### src/rtl/core/rpnsm_pkg.sv
// Package with opcodes, tags, error codes, sizes and divider request/response types for the RPN stack machine.
package rpnsm_pkg;

  localparam int STACK_DEPTH_DEF = 64;
  localparam int DATA_DEPTH_DEF  = 1024;
  localparam int PROG_DEPTH_DEF  = 1024;

  localparam int OP_W   = 5;
  localparam int VAL_W  = 32;
  localparam int ADDR_W = 10;
  localparam int PC_W   = 11;
  localparam int ERR_W  = 3;
  localparam int TAG_W  = 2;

  typedef enum logic [OP_W-1:0] {
    OP_NUM   = 5'd0,
    OP_VAR   = 5'd1,
    OP_ARR   = 5'd2,
    OP_READ  = 5'd3,
    OP_WRITE = 5'd4,
    OP_ADD   = 5'd5,
    OP_SUB   = 5'd6,
    OP_MUL   = 5'd7,
    OP_DIV   = 5'd8,
    OP_LT    = 5'd9,
    OP_ASN   = 5'd10,
    OP_GT    = 5'd11,
    OP_EQ    = 5'd12,
    OP_LE    = 5'd13,
    OP_GE    = 5'd14,
    OP_NE    = 5'd15,
    OP_JMP   = 5'd16,
    OP_JF    = 5'd17,
    OP_IDX   = 5'd18
  } op_t;

  typedef enum logic [TAG_W-1:0] {
    TAG_NUM = 2'd0,
    TAG_REF = 2'd1,
    TAG_ARR = 2'd2
  } tag_t;

  typedef enum logic [ERR_W-1:0] {
    ERR_OK    = 3'd0,
    ERR_UNDER = 3'd1,
    ERR_OVER  = 3'd2,
    ERR_DIV0  = 3'd3,
    ERR_ASN   = 3'd4,
    ERR_JUMP  = 3'd5,
    ERR_OPC   = 3'd6
  } err_t;

  typedef struct packed {
    logic              start;
    logic [VAL_W-1:0]  dividend;
    logic [VAL_W-1:0]  divisor;
  } div_req_t;

  typedef struct packed {
    logic              done;
    logic [VAL_W-1:0]  quotient;
  } div_rsp_t;

endpackage

### src/rtl/core/rpnsm_div.sv
// Iterative signed divider, one quotient bit per cycle, truncating toward zero.
module rpnsm_div (
  input  logic                clk,
  input  logic                rst,
  input  rpnsm_pkg::div_req_t req,
  output rpnsm_pkg::div_rsp_t rsp
);
  import rpnsm_pkg::*;

  logic [VAL_W-1:0] rem;
  logic [VAL_W-1:0] quo;
  logic [VAL_W-1:0] dvs;
  logic             neg;
  logic [5:0]       cnt;
  logic             busy;
  logic             done;
  logic [VAL_W:0]   trial;
  logic [VAL_W-1:0] rem_sh;

  always_comb begin
    rem_sh = {rem[VAL_W-2:0], quo[VAL_W-1]};
    trial  = {rem[VAL_W-1:0], quo[VAL_W-1]} - {1'b0, dvs};
  end

  always_ff @(posedge clk) begin
    if (rst) begin
      busy <= 1'b0;
      done <= 1'b0;
      cnt  <= '0;
    end else begin
      done <= 1'b0;
      if (req.start) begin
        busy <= 1'b1;
        cnt  <= 6'd32;
        rem  <= '0;
        quo  <= req.dividend[VAL_W-1] ? -req.dividend : req.dividend;
        dvs  <= req.divisor[VAL_W-1] ? -req.divisor : req.divisor;
        neg  <= req.dividend[VAL_W-1] ^ req.divisor[VAL_W-1];
      end else if (busy) begin
        if (!trial[VAL_W]) begin
          rem <= trial[VAL_W-1:0];
          quo <= {quo[VAL_W-2:0], 1'b1};
        end else begin
          rem <= rem_sh;
          quo <= {quo[VAL_W-2:0], 1'b0};
        end
        cnt <= cnt - 6'd1;
        if (cnt == 6'd1) begin
          busy <= 1'b0;
          done <= 1'b1;
        end
      end
    end
  end

  assign rsp = '{done: done, quotient: (neg ? -quo : quo)};

endmodule

### config.mk
export PLATFORM = sky130hd
export DESIGN_NAME = rpnsm_div
export DESIGN_NICKNAME = d
export VERILOG_FILES = /design/src/rtl/core/rpnsm_pkg.sv /design/src/rtl/core/rpnsm_div.sv
export SDC_FILE = /design/constraint.sdc
export NUM_CORES = 1
export LEC_CHECK = 0
export ABC_AREA = 1
export BUFFER_PORTS_ARGS = -buffer_cell sky130_fd_sc_hd__buf_2
export CAP_MARGIN = 40
export CORE_MARGIN = 2
export CORE_UTILIZATION = 50
export DETAILED_ROUTE_END_ITERATION = 16
export GPL_ROUTABILITY_DRIVEN = 1
export PLACE_DENSITY_LB_ADDON = 0.12
export SLEW_MARGIN = 0
export SYNTH_ARGS = -nofsm -noshare
export SYNTH_HDL_FRONTEND = slang
export SYNTH_SLANG_ARGS = --single-unit
### constraint.sdc
create_clock -name clk -period 9 [get_ports clk]
set_input_delay 1.8 -clock clk [delete_from_list [all_inputs] [get_ports clk]]
set_output_delay 1.8 -clock clk [all_outputs]
set_load 0.02 [all_outputs]
[Word level (Yosys, flattened, before mapping)]
Cells that the tools add are included.
Widths: inputs -> output; s select.
Operators by class
  reductions and logical operators: 5
  bitwise gates (word level): 3
  add/subtract/negate cells: 5
  multipliers: 0
  order comparisons: 0
  shift operators: 0
  equal/unequal tests: 1
  multiplexer cells: 14
  div/mod/pow operators: 0
Operator list (count)
  $mux 32: 6
  $neg 32->32: 3
  $sub 33x32->33: 1
  $mux 31: 1
  $mux 6: 2
  $eq 6x1->1 const B: 1
  $sub 6x1->6 const B: 1
  $mux 1: 5
  $reduce_and 2->1: 2
  $reduce_or 3->1: 1
  $not 1->1: 2
  $reduce_bool 2->1: 1
  $reduce_or 2->1: 1
  $xor 1x1->1: 1
Word-level totals
  memory bits (writable): 0
  memory bits (read-only): 0
  latch bits: 0
  output and inout bits: 33
  memories kept: 0
  bits in registers: 105
  bits of input ports: 67

[Longest topological paths before layout]
Gate-level depths: netlist of the first run.
  depth after elaboration: 4
  mapped depth: 18

[Worst setup path after synthesis of the first run]
Ideal clock, no wire load.
  path kind: input -> register
  from: input port req[64] (netlist bit)
  to: register quo[0], enable pin
  cell stages on the path: 4
  library setup time: 0.575 ns
  data arrival time: 6.737 ns
  path buffers: 2
  setup slack: 1.688 ns
  data required time: 8.425 ns
  path through: inv_1 > clkbuf_1 > clkbuf_1 > o21ai_0
Between the ends
  longest elaborated chain between the ends: 2
RTL lines
  start: declaration: line rpnsm_div.sv:5  | input rpnsm_pkg::div_req_t req,
  $reduce_bool 2->1 (no source line)
  $reduce_and 2->1 (no source line)
  end signal: assignment: line rpnsm_div.sv:36  | quo <= req.dividend[VAL_W-1] ? -req.dividend : req.dividend;
  end signal: assignment: line rpnsm_div.sv:42  | quo <= {quo[VAL_W-2:0], 1'b1};
  end signal: assignment: line rpnsm_div.sv:45  | quo <= {quo[VAL_W-2:0], 1'b0};
  end: declaration: line rpnsm_div.sv:11  | logic [VAL_W-1:0] quo;
Every way passes these cells.
A chain may end at the register's enable or synchronous reset.

==> metrics.md, run 1 <==
| Metric | Value |
|---|---|
| Placer congestion estimate | 0.9436 |
| Synth area leader | edfxtp_1 |
| Post-DP HPWL | 19080 µm |
| CTS buffer count | 9 |
| Post-synthesis register bit count | 105 |
| Htree depth | 3 |
| EDFF count, synth | 97 |
| Post-synthesis compound-gate area fraction | 6.768% |
| Setup WS post-layout | 4600 ps |
| Final worst-path cycle share | 48.89% |
| Post-synthesis cell count | 1430 |
| WP data arrival | 2600 ps |
| Root buffer cell | clkbuf_16 |
| Via/cell ratio | 5.013 |
| Layout area overhead | 10.66% |
| Max-slew headroom | 43.79% |
| Vias | 8812 |
| Top cells by area, synth | edfxtp_1 (31%), nand2_1 (18%), inv_1 (10%) |
| Gr ovfl total | 0 |
| Mapped Nets | 1535 |
| CP Max Fanout | 4 |
| # resized after CTS | 0 |
| Starting Density | 50.74% |
| Die Ht | 141.3 µm |
| Count of cell types in the netlist | 42 |
| Min Tclk post-route | 4400 ps |
| Slew Limit Fails | 0 |
| Postcts setup bufs | 0 |
| Hold Path Class | flop to flop |
| CTS tree | done |
| RSZ-0062 raised after global routing | false |
| Number of DRC markers in iteration 0 | 496 |
| Tightest Pin Transition | 843.1 ps |
| I/O pins | 100 |
| CP Capture Type | output pin |
| Status | finished clean |
| Sequential fraction of the synthesis area | 32.59% |
| Xor-xnor portion of the synthesized cell area | 7.989% |
| Die Width | 141.3 µm |
| Largest family of logic cells by synthesized area | simple AND/OR/NAND/NOR gates |
| Mapped Area | 9428 µm² |
| Final wirelength | 23960 µm |
| PortBufs | 99 |
| FMAX | 0.2273 GHz |
| Critical path type | flop to output pin |
| Asr flop ratio synth | 0% |
| Placement Rows | 50 |
| Die footprint | 19970 µm² |
| Yosys warns | 0 |
| Clock Skews | 10.60 ps |
| Vias in the first global route | 8370 |
| TNS Setup | 0 ps |
| Element type at the critical path start | flop |
| Drt pass-1 iters | 5 |
| Antenna Violating Nets Remaining | 0 |
| Max rail drop VDD | 0.1027 mV |
| Gr usage total | 24.82% |
| First-pass GRT wire length | 39730 µm |
| Core area | 18580 µm² |
| Max Cap Viol | 0 |
| Fillers | 1837 |
| Pre-CTS setup slack | 4966 ps |
| Critical path required time | 7200 ps |
| Share of cells above drive strength 1 | 9.862% |
| Post-synth top area share | 30.90% |
| Final Hold Viols | 0 |
| Synth Area in Simple Gates | 35.38% |
| DRC viols | 0 |
| Worst-path clk slew | 70 ps |
| Mux contribution to synthesized area | 0% |
| Hold Buf Count CTS | 0 |
| Antenna violations before repair | 5 |
| Final-stage net count | 1621 |
| Syn avg cell area | 6.593 µm² |
| Largest net degree at the start of global routing | 75 |
| Synth Area in Adders | 5.123% |
| Wire length per cell | 13.63 µm |
| Top FF cell, synth | edfxtp_1 |
| Latest clock arrival within the worst-skew pair | 350 ps |
| Lkg Pwr | 0.005477 µW |
| Power Density | 169.2 nW/µm² |
| Final Setup Violations | 0 |
| Maximum clock insertion buffer count | 2 |
| CTS Sinks | 105 |
-- stage by stage --
step                      utilization (%)  hold WS [ps]  cell area [µm²]  power (µW)  instances
after floorplan                         -         475.8             9428        1207       1430
after global placement              54.32         493.8            10090        1368       1737
after detailed placement            54.57         510.6            10140        1379       1739
after CTS                           56.11         521.9            10430        1769       1755
after global routing                56.12         565.5            10430        1902       1756
final                               56.15         522.2            10430        1765       1758
-- placed cells by master (no fill, tap or decap), types with 7 or more instances in the layout --
master / Yosys / routed
nand2_1: 442 / 442
inv_1: 261 / 260
nor2_1: 183 / 182
buf_2: 0 / 99
edfxtp_1: 97 / 97
xor2_1: 77 / 77
nand3_1: 73 / 73
o21ai_0: 60 / 59
a21oi_1: 37 / 37
ha_1: 37 / 37
nand4_1: 22 / 22
nor3_1: 20 / 20
nand3b_1: 15 / 15
nand2_2: 12 / 12
clkbuf_16: 0 / 10
xnor2_1: 9 / 9
dfxtp_1: 8 / 8
a31oi_1: 7 / 7
-- flip-flops by register name, summed over array words and instances (netlist names) --
name	cells
dvs	32
quo	32
rem	32
cnt	6
busy	1
done	1
neg	1
-- layer usage --
layer  GRT usage (%)  part of all wire (%)  vias up
met5               0                  0.11        -
met4           8.158                   2.5        4
met3           4.084                   4.5       41
met2           43.46                    48      211
met1           31.30                    45     3917
li1                -                     -     4639
-- cells in the mapped netlist (4+ instances only) --
cell        n
a21oi_1    37
a31oi_1     7
buf_1       4
buf_6       6
clkbuf_1   16
dfxtp_1     8
edfxtp_1   97
ha_1       37
inv_1     261
nand2_1   442
nand2_2    12
nand3_1    73
nand3b_1   15
nand4_1    22
nor2_1    183
nor3_1     20
o21ai_0    60
xnor2_1     9
xor2_1     77
-- logic make-up after synthesis --
group / count (synthesis)
buffers and inverters: 291
AO/OA/AOI/OAI: 118
AND/OR/NAND/NOR: 792
XOR/XNOR: 86
adder cells (fa/ha/maj): 38
flip-flops: 105
-- worst max-delay path, cell delays in order (launching register included) --
cell and delay (ps):
edfxtp_1 430, inv_1 100, ha_1 220, nand3_1 130, nor2_1 200, nand3_1 180
nor2_2 180, nand3_1 120, o21ai_1 280, nand2_1 110, xor2_1 130, buf_2 170
-- power breakdown --
part / leakage (µW) / total (µW) / switching [µW] / internal (µW)
combinational: 0.00433 / 727 / 483 / 244
sequential: 0.00100 / 648 / 38.4 / 609
clock: 0.000142 / 390 / 184 / 206
-- worst paths after layout --
path	start	end	slack [ps]	cells after the start
setup / recovery	quo[0]	rsp[28]	4600	11
hold / removal	cnt[1]	cnt[1]	520	2
setup reg to reg	quo[31]	rem[15]	6090	17
hold reg to reg	cnt[1]	cnt[1]	520	2
-- layout make-up --
class                      instances  area [µm²]  share of cell area [%]
inverter                         263       987.2                   9.463
antenna                            3       7.507                 0.07196
clock buffer                      12       257.7                   2.471
tap                              234       292.8                   2.806
multi-input combinational       1034        5229                   50.12
sequential                       105        3073                   29.46
clock inverter                     4       27.53                  0.2639
timing repair buffer             103       558.0                   5.349
Note: power is estimated with default switching activity, not from simulation.
==> run 2, diff against run 1 <==
clock period = 3.8 ns   (was 9 ns; I/O delays follow)
==> run 2 against run 1 <==
Clock skew about the same. Clock-buffer cell count down 2. Sequential share of layout area about the same. Setup slack worse by 4200 ps. Combinational power up 140%. Critical endpoint unchanged.
==> metrics.md, run 2 (synthesis results as in run 1) <==
| Metric | Value |
|---|---|
| Status | finished clean |
| Min Tclk post-route | 3399 ps |
| DRC viols | 0 |
| R2r endpoint | rem[15] |
| Layout area overhead | 10.67% |
| Maximum clock insertion buffer count | 2 |
| Final wirelength | 24100 µm |
| Clock Skews | 10.32 ps |
| I/O pins | 100 |
| Largest regs | dvs x32, quo x32, rem x32 |
| Most frequent CP cell | nand3_1 |
| Gr ovfl total | 0 |
| Critical path required time | 3040 ps |
| Reg-to-reg setup timing slack | 960 ps |
| First-pass GRT wire length | 39640 µm |
| Post-placement cell count | 1742 |
| Worst-path clk slew | 80 ps |
| CP Capture Type | output pin |
| Reg area | 3073 µm² |
| Final Setup Violations | 0 |
| Finished Layout Cells | 1762 |
| Largest net degree at the start of global routing | 65 |
| Final instance area | 10430 µm² |
| Post-DP HPWL | 19390 µm |
| TNS Setup | 0 ps |
| R2R depth | 17 |
| # resized after CTS | 0 |
| WP data arrival | 2640 ps |
| Hold Buf Count CTS | 0 |
| Vias | 8787 |
| Slowest stage delay, CP | 430 ps |
| CP Max Fanout | 4 |
| Max rail drop VDD | 0.2505 mV |
| CP Cell Sequence | inv_1 -> ha_1 -> nand3_1 -> nor2_1 -> nand3_1 -> nor2_2 -> nand3_1 -> o21ai_1 -> nand2_1 -> xor2_1 -> buf_2 |
| Endpoint of the worst setup timing path | rsp[28] |
| Multi-input gate area | 5224 µm² |
| Fillers | 1890 |
| CTS Sinks | 105 |
| Core area | 18580 µm² |
| Most common cell after layout, fill and taps aside | nand2_1 |
| Most frequent cells in the layout | nand2_1 (442), inv_1 (260), nor2_1 (182), buf_2 (99), edfxtp_1 (97) |
| Final-stage net count | 1624 |
| Power Density | 401.7 nW/µm² |
| Drt pass-1 iters | 6 |
| Lkg Pwr | 0.005488 µW |
| Die Ht | 141.3 µm |
| Root buffer cell | clkbuf_16 |
| CTS tree | done |
| Crit Reg-Reg Startpoint | quo[31] |
| Antenna violations before repair | 6 |
| Die footprint | 19970 µm² |
| Vias in the first global route | 8438 |
| Die Width | 141.3 µm |
| Hold_sp | cnt[1] |
| Element type at the critical path start | flop |
| Gr usage total | 24.66% |
| Number of DRC markers in iteration 0 | 527 |
| Slowest cell on the critical path | edfxtp_1 |
| CTS buffer count | 9 |
| Placer congestion estimate | 0.9397 |
| Critical path type | flop to output pin |
| Post-DP Area | 10140 µm² |
| Placement Rows | 50 |
| RSZ-0062 raised after global routing | false |
| Htree depth | 3 |
| Final Hold Viols | 0 |
| Share of cells above drive strength 1 | 10.17% |
| CP startpoint | quo[1] |
| Max Cap Viol | 0 |
| Via/cell ratio | 4.987 |
| Latest clock arrival within the worst-skew pair | 360 ps |
| Hold Path Class | flop to flop |
| Starting Density | 50.74% |
| FMAX | 0.2942 GHz |
| Postcts setup bufs | 0 |
| Max-slew headroom | 59.98% |
| Antenna Violating Nets Remaining | 0 |
| Wire length per cell | 13.68 µm |
| PortBufs | 99 |
| Final worst-path cycle share | 89.46% |
| Slew Limit Fails | 0 |
| Tightest Pin Transition | 600.4 ps |
run 2: cell count changes in the layout (fill, tap and decap cells not counted):
cell	delta
clkbuf_8	+1
inv_8	+1
nor2_4	-1
buf_16	-1
clkbuf_1	-2
nor2_2	+1
clkinv_2	-2
diode_2	+1
buf_4	+4
inv_4	+3
clkbuf_16	-1
run 2: report_power, final:
| group | switching [µW] | internal [µW] | leakage, µW | total [µW] |
|---|---|---|---|---|
| clock network | 457 | 473 | 0.000146 | 930 |
| registers | 88.2 | 1440 | 0.00100 | 1530 |
| logic | 1150 | 577 | 0.00434 | 1730 |
| total | 1700 | 2490 | 0.00549 | 4190 |
run 2: worst min path at each step:
stage | slack (ps) | cells past startpoint | endpoint
floorplan | 480 | 2 | cnt[1]
global placement | 490 | 2 | cnt[1]
detailed placement | 500 | 2 | cnt[1]
CTS | 510 | 2 | cnt[1]
global route | 540 | 2 | cnt[1]
finish | 510 | 2 | cnt[1]
run 2: worst max-delay path: cells and delay by family (launching register included):
family / cells / cell delay, ps
AOI/OAI and AO/OA: 1 / 290
xor gates and xnor gates: 1 / 150
adders and majority gates: 1 / 210
buffers and inverters: 2 / 270
DFF: 1 / 430
and+or+nand+nor: 6 / 940
run 2: final cells by class:
class | instances | share of cell area (%)
well taps | 234 | 2.806
inverters | 263 | 9.462
diodes | 4 | 0.09593
flip-flops and latches | 105 | 29.45
repair buffers | 106 | 5.372
multi-input cells | 1034 | 50.07
clock buffers | 10 | 2.290
clock inverters | 6 | 0.4557
run 2: metal layers:
metal,global-route usage (%),vias to the layer above,share of wire (%)
met5,0,-,0.087
met4,6.579,4,1.8
met3,4.117,35,4.5
met2,43.92,178,48
met1,31.04,3920,45
li1,-,4650,-
run 2: through the flow:
step                      utilization, %  total power, µW  setup slack (ps)  hold slack [ps]
after floorplan                        -             2853             485.5            475.8
after global placement             54.56             3251             883.3            490.9
after detailed placement           54.56             3273             817.8            495.9
after CTS                          56.10             4210             433.4            507.6
after global routing               56.13             4499             190.2            535.6
final                              56.15             4191             400.7            510.6
==> run 3, diff against run 2 <==
--- a/config.mk
+++ b/config.mk
@@ -7,9 +7,9 @@
 export LEC_CHECK = 0
 export ABC_AREA = 1
-export BUFFER_PORTS_ARGS = -buffer_cell sky130_fd_sc_hd__buf_2
 export CAP_MARGIN = 40
 export CORE_MARGIN = 2
 export CORE_UTILIZATION = 50
 export DETAILED_ROUTE_END_ITERATION = 16
+export DONT_BUFFER_PORTS = 1
 export GPL_ROUTABILITY_DRIVEN = 1
 export PLACE_DENSITY_LB_ADDON = 0.12
==> constraint.sdc (replaced) <==
create_clock -name clk -period 3.8 [get_ports clk]
set_input_delay 0.38 -clock clk [delete_from_list [all_inputs] [get_ports clk]]
set_output_delay 0.38 -clock clk [all_outputs]
set_load 0.02 [all_outputs]
==> run 3 against run 2 <==
Non-clock buffer count is 100 lower. Utilization decreased by 2.5 points. Critical endpoint unchanged. Maximum frequency is 6.2% higher. Power fell by 0.57%. Critical path depth is 1 lower. Sequential cell count unchanged. Largest cell class unchanged. Final area decreased by 4.4%. Die area unchanged. Clock-buffer cell count up 1. Hold slack worse by 410 ps.
==> metrics.md, run 3 (synthesis results as in run 1) <==
| Metric | Value |
|---|---|
| Lkg Pwr | 0.005106 µW |
| CP top delay family | simple AND/OR/NAND/NOR gates |
| Die Width | 141.3 µm |
| Placer congestion estimate | 0.9176 |
| Reg power frac | 36.7% |
| Core Util, Final | 53.67% |
| Slowest stage delay, CP | 530 ps |
| Most common cell after layout, fill and taps aside | nand2_1 |
| Pint | 2483 µW |
| Placement Rows | 50 |
| Element type at the critical path start | flop |
| Final wirelength | 24190 µm |
| Slowest cell on the critical path | edfxtp_1 |
| Status | finished clean |
| Vias | 8482 |
| Max Cap Viol | 0 |
| Share of cells above drive strength 1 | 3.862% |
| Number of DRC markers in iteration 0 | 473 |
| CTS tree | done |
| Sw Share | 40.42% |
| Core area | 18580 µm² |
| Antenna Diode Count | 0 |
| RSZ-0062 raised after global routing | false |
| Clock network power share | 24.1% |
| CP Capture Type | output pin |
| Worst-path clk slew | 80 ps |
| CP Cell Sequence | inv_1 -> ha_1 -> nand3_1 -> nor2_1 -> nand3_1 -> nor2_2 -> nand3_1 -> o21ai_1 -> nand2_1 -> xor2_1 |
| Final-stage net count | 1524 |
| Wire length per cell | 14.59 µm |
| Final Power | 4167 µW |
| Tightest Pin Transition | 877.9 ps |
| Largest regs | dvs x32, quo x32, rem x32 |
| Final Hold Viols | 0 |
| Final worst-path cycle share | 84.24% |
| Htree depth | 3 |
| Die Ht | 141.3 µm |
| Most frequent cells in the layout | nand2_1 (442), inv_1 (260), nor2_1 (182), edfxtp_1 (97), xor2_1 (77) |
| Gr ovfl total | 0 |
| First-pass GRT wire length | 39520 µm |
| Latest clock arrival within the worst-skew pair | 360 ps |
| Hold Path Class | input pin to flop |
| Critical path type | flop to output pin |
| Largest net degree at the start of global routing | 74 |
| Starting Density | 50.74% |
| Die footprint | 19970 µm² |
| Finished Layout Cells | 1658 |
| Power share of the combinational group | 39.2% |
| Final Setup Violations | 0 |
| Max-slew headroom | 40.85% |
| Postcts setup bufs | 0 |
| Clock Skews | 6.767 ps |
| Hold Buf Count CTS | 0 |
| PortBufs | 0 |
| Root buffer cell | clkbuf_16 |
| Vias in the first global route | 8162 |
| Power Density | 417.9 nW/µm² |
| I/O pins | 100 |
| Fillers | 1873 |
| CTS Sinks | 105 |
| CP Max Fanout | 4 |
| Antenna Violating Nets Remaining | 0 |
| Post-DP HPWL | 19300 µm |
| Max rail drop VDD | 0.2358 mV |
| WP buf/inv | 1 |
| # resized after CTS | 0 |
| CTS buffer count | 9 |
| DRC viols | 0 |
| Net switching power | 1684 µW |
| Layout area overhead | 5.773% |
| Critical path required time | 3420 ps |
| Post-placement cell count | 1642 |
| Min Tclk post-route | 3201 ps |
| Drt pass-1 iters | 5 |
| FMAX | 0.3124 GHz |
| Antenna violations before repair | 0 |
| Slew Limit Fails | 0 |
| Gr usage total | 24.83% |
| Most frequent CP cell | nand3_1 |
| TNS Setup | 0 ps |
| WP data arrival | 2820 ps |
| Maximum clock insertion buffer count | 2 |
| Via/cell ratio | 5.116 |
==> run 3: area by class of cell <==
| cell class | count | area [µm²] | share of cell area [%] |
|---|---|---|---|
| Clock buffer | 11 | 264.0 | 2.647 |
| Timing Repair Buffer | 6 | 67.56 | 0.6775 |
| Inverter | 263 | 987.2 | 9.900 |
| Clock inverter | 5 | 58.81 | 0.5897 |
| Multi-Input combinational cell | 1034 | 5229 | 52.43 |
| Sequential cell | 105 | 3073 | 30.82 |
| Tap cell | 234 | 292.8 | 2.936 |
==> run 3: layer usage <==
metal / share of wire [%] / wire [µm] / global-route usage, % / vias to the layer above
met1: 45 / 10780 / 31.27 / 3828
met3: 5.3 / 1280 / 5.164 / 34
li1: - / - / - / 4444
met2: 48 / 11610 / 43.23 / 176
met4: 2.1 / 514 / 7.105 / 0
met5: 0 / 0 / 0 / -
==> run 3: metrics by stage <==
step,setup WS [ps],area (µm²),hold WS (ps)
6_report,598.9,9972,101.6
5_1_grt,429.9,9972,90.92
4_1_cts,576.9,9972,83.87
3_5_place_dp,970.6,9649,469.2
3_3_place_gp,1080,9604,468.6
2_1_floorplan,865.5,9432,475.8
==> run 3: worst register-to-register path, delay by kind of cell, from the launching register on <==
family,cells,cell delay [ps]
buffers and inverters,2,170
and+or+nand+nor,13,1400
adders and majority gates,2,630
DFF,1,330
==> run 3: power by group through the flow <==
stage,Combinational [µW],Sequential (µW),Clock [µW]
detailed placement,1620,1550,0
floorplan,1320,1530,0
finish,1630,1530,1010
global route,1860,1550,1060
global placement,1590,1550,0
CTS,1630,1530,1020
==> run 3: final timing paths <==
path	start	endpoint	slack (ps)	cells after the start
max	quo[0]	rsp[28]	600	10
min	req[64]	done	100	1
max reg2reg	quo[31]	rem[3]	1020	17
min reg2reg	cnt[1]	cnt[1]	510	2
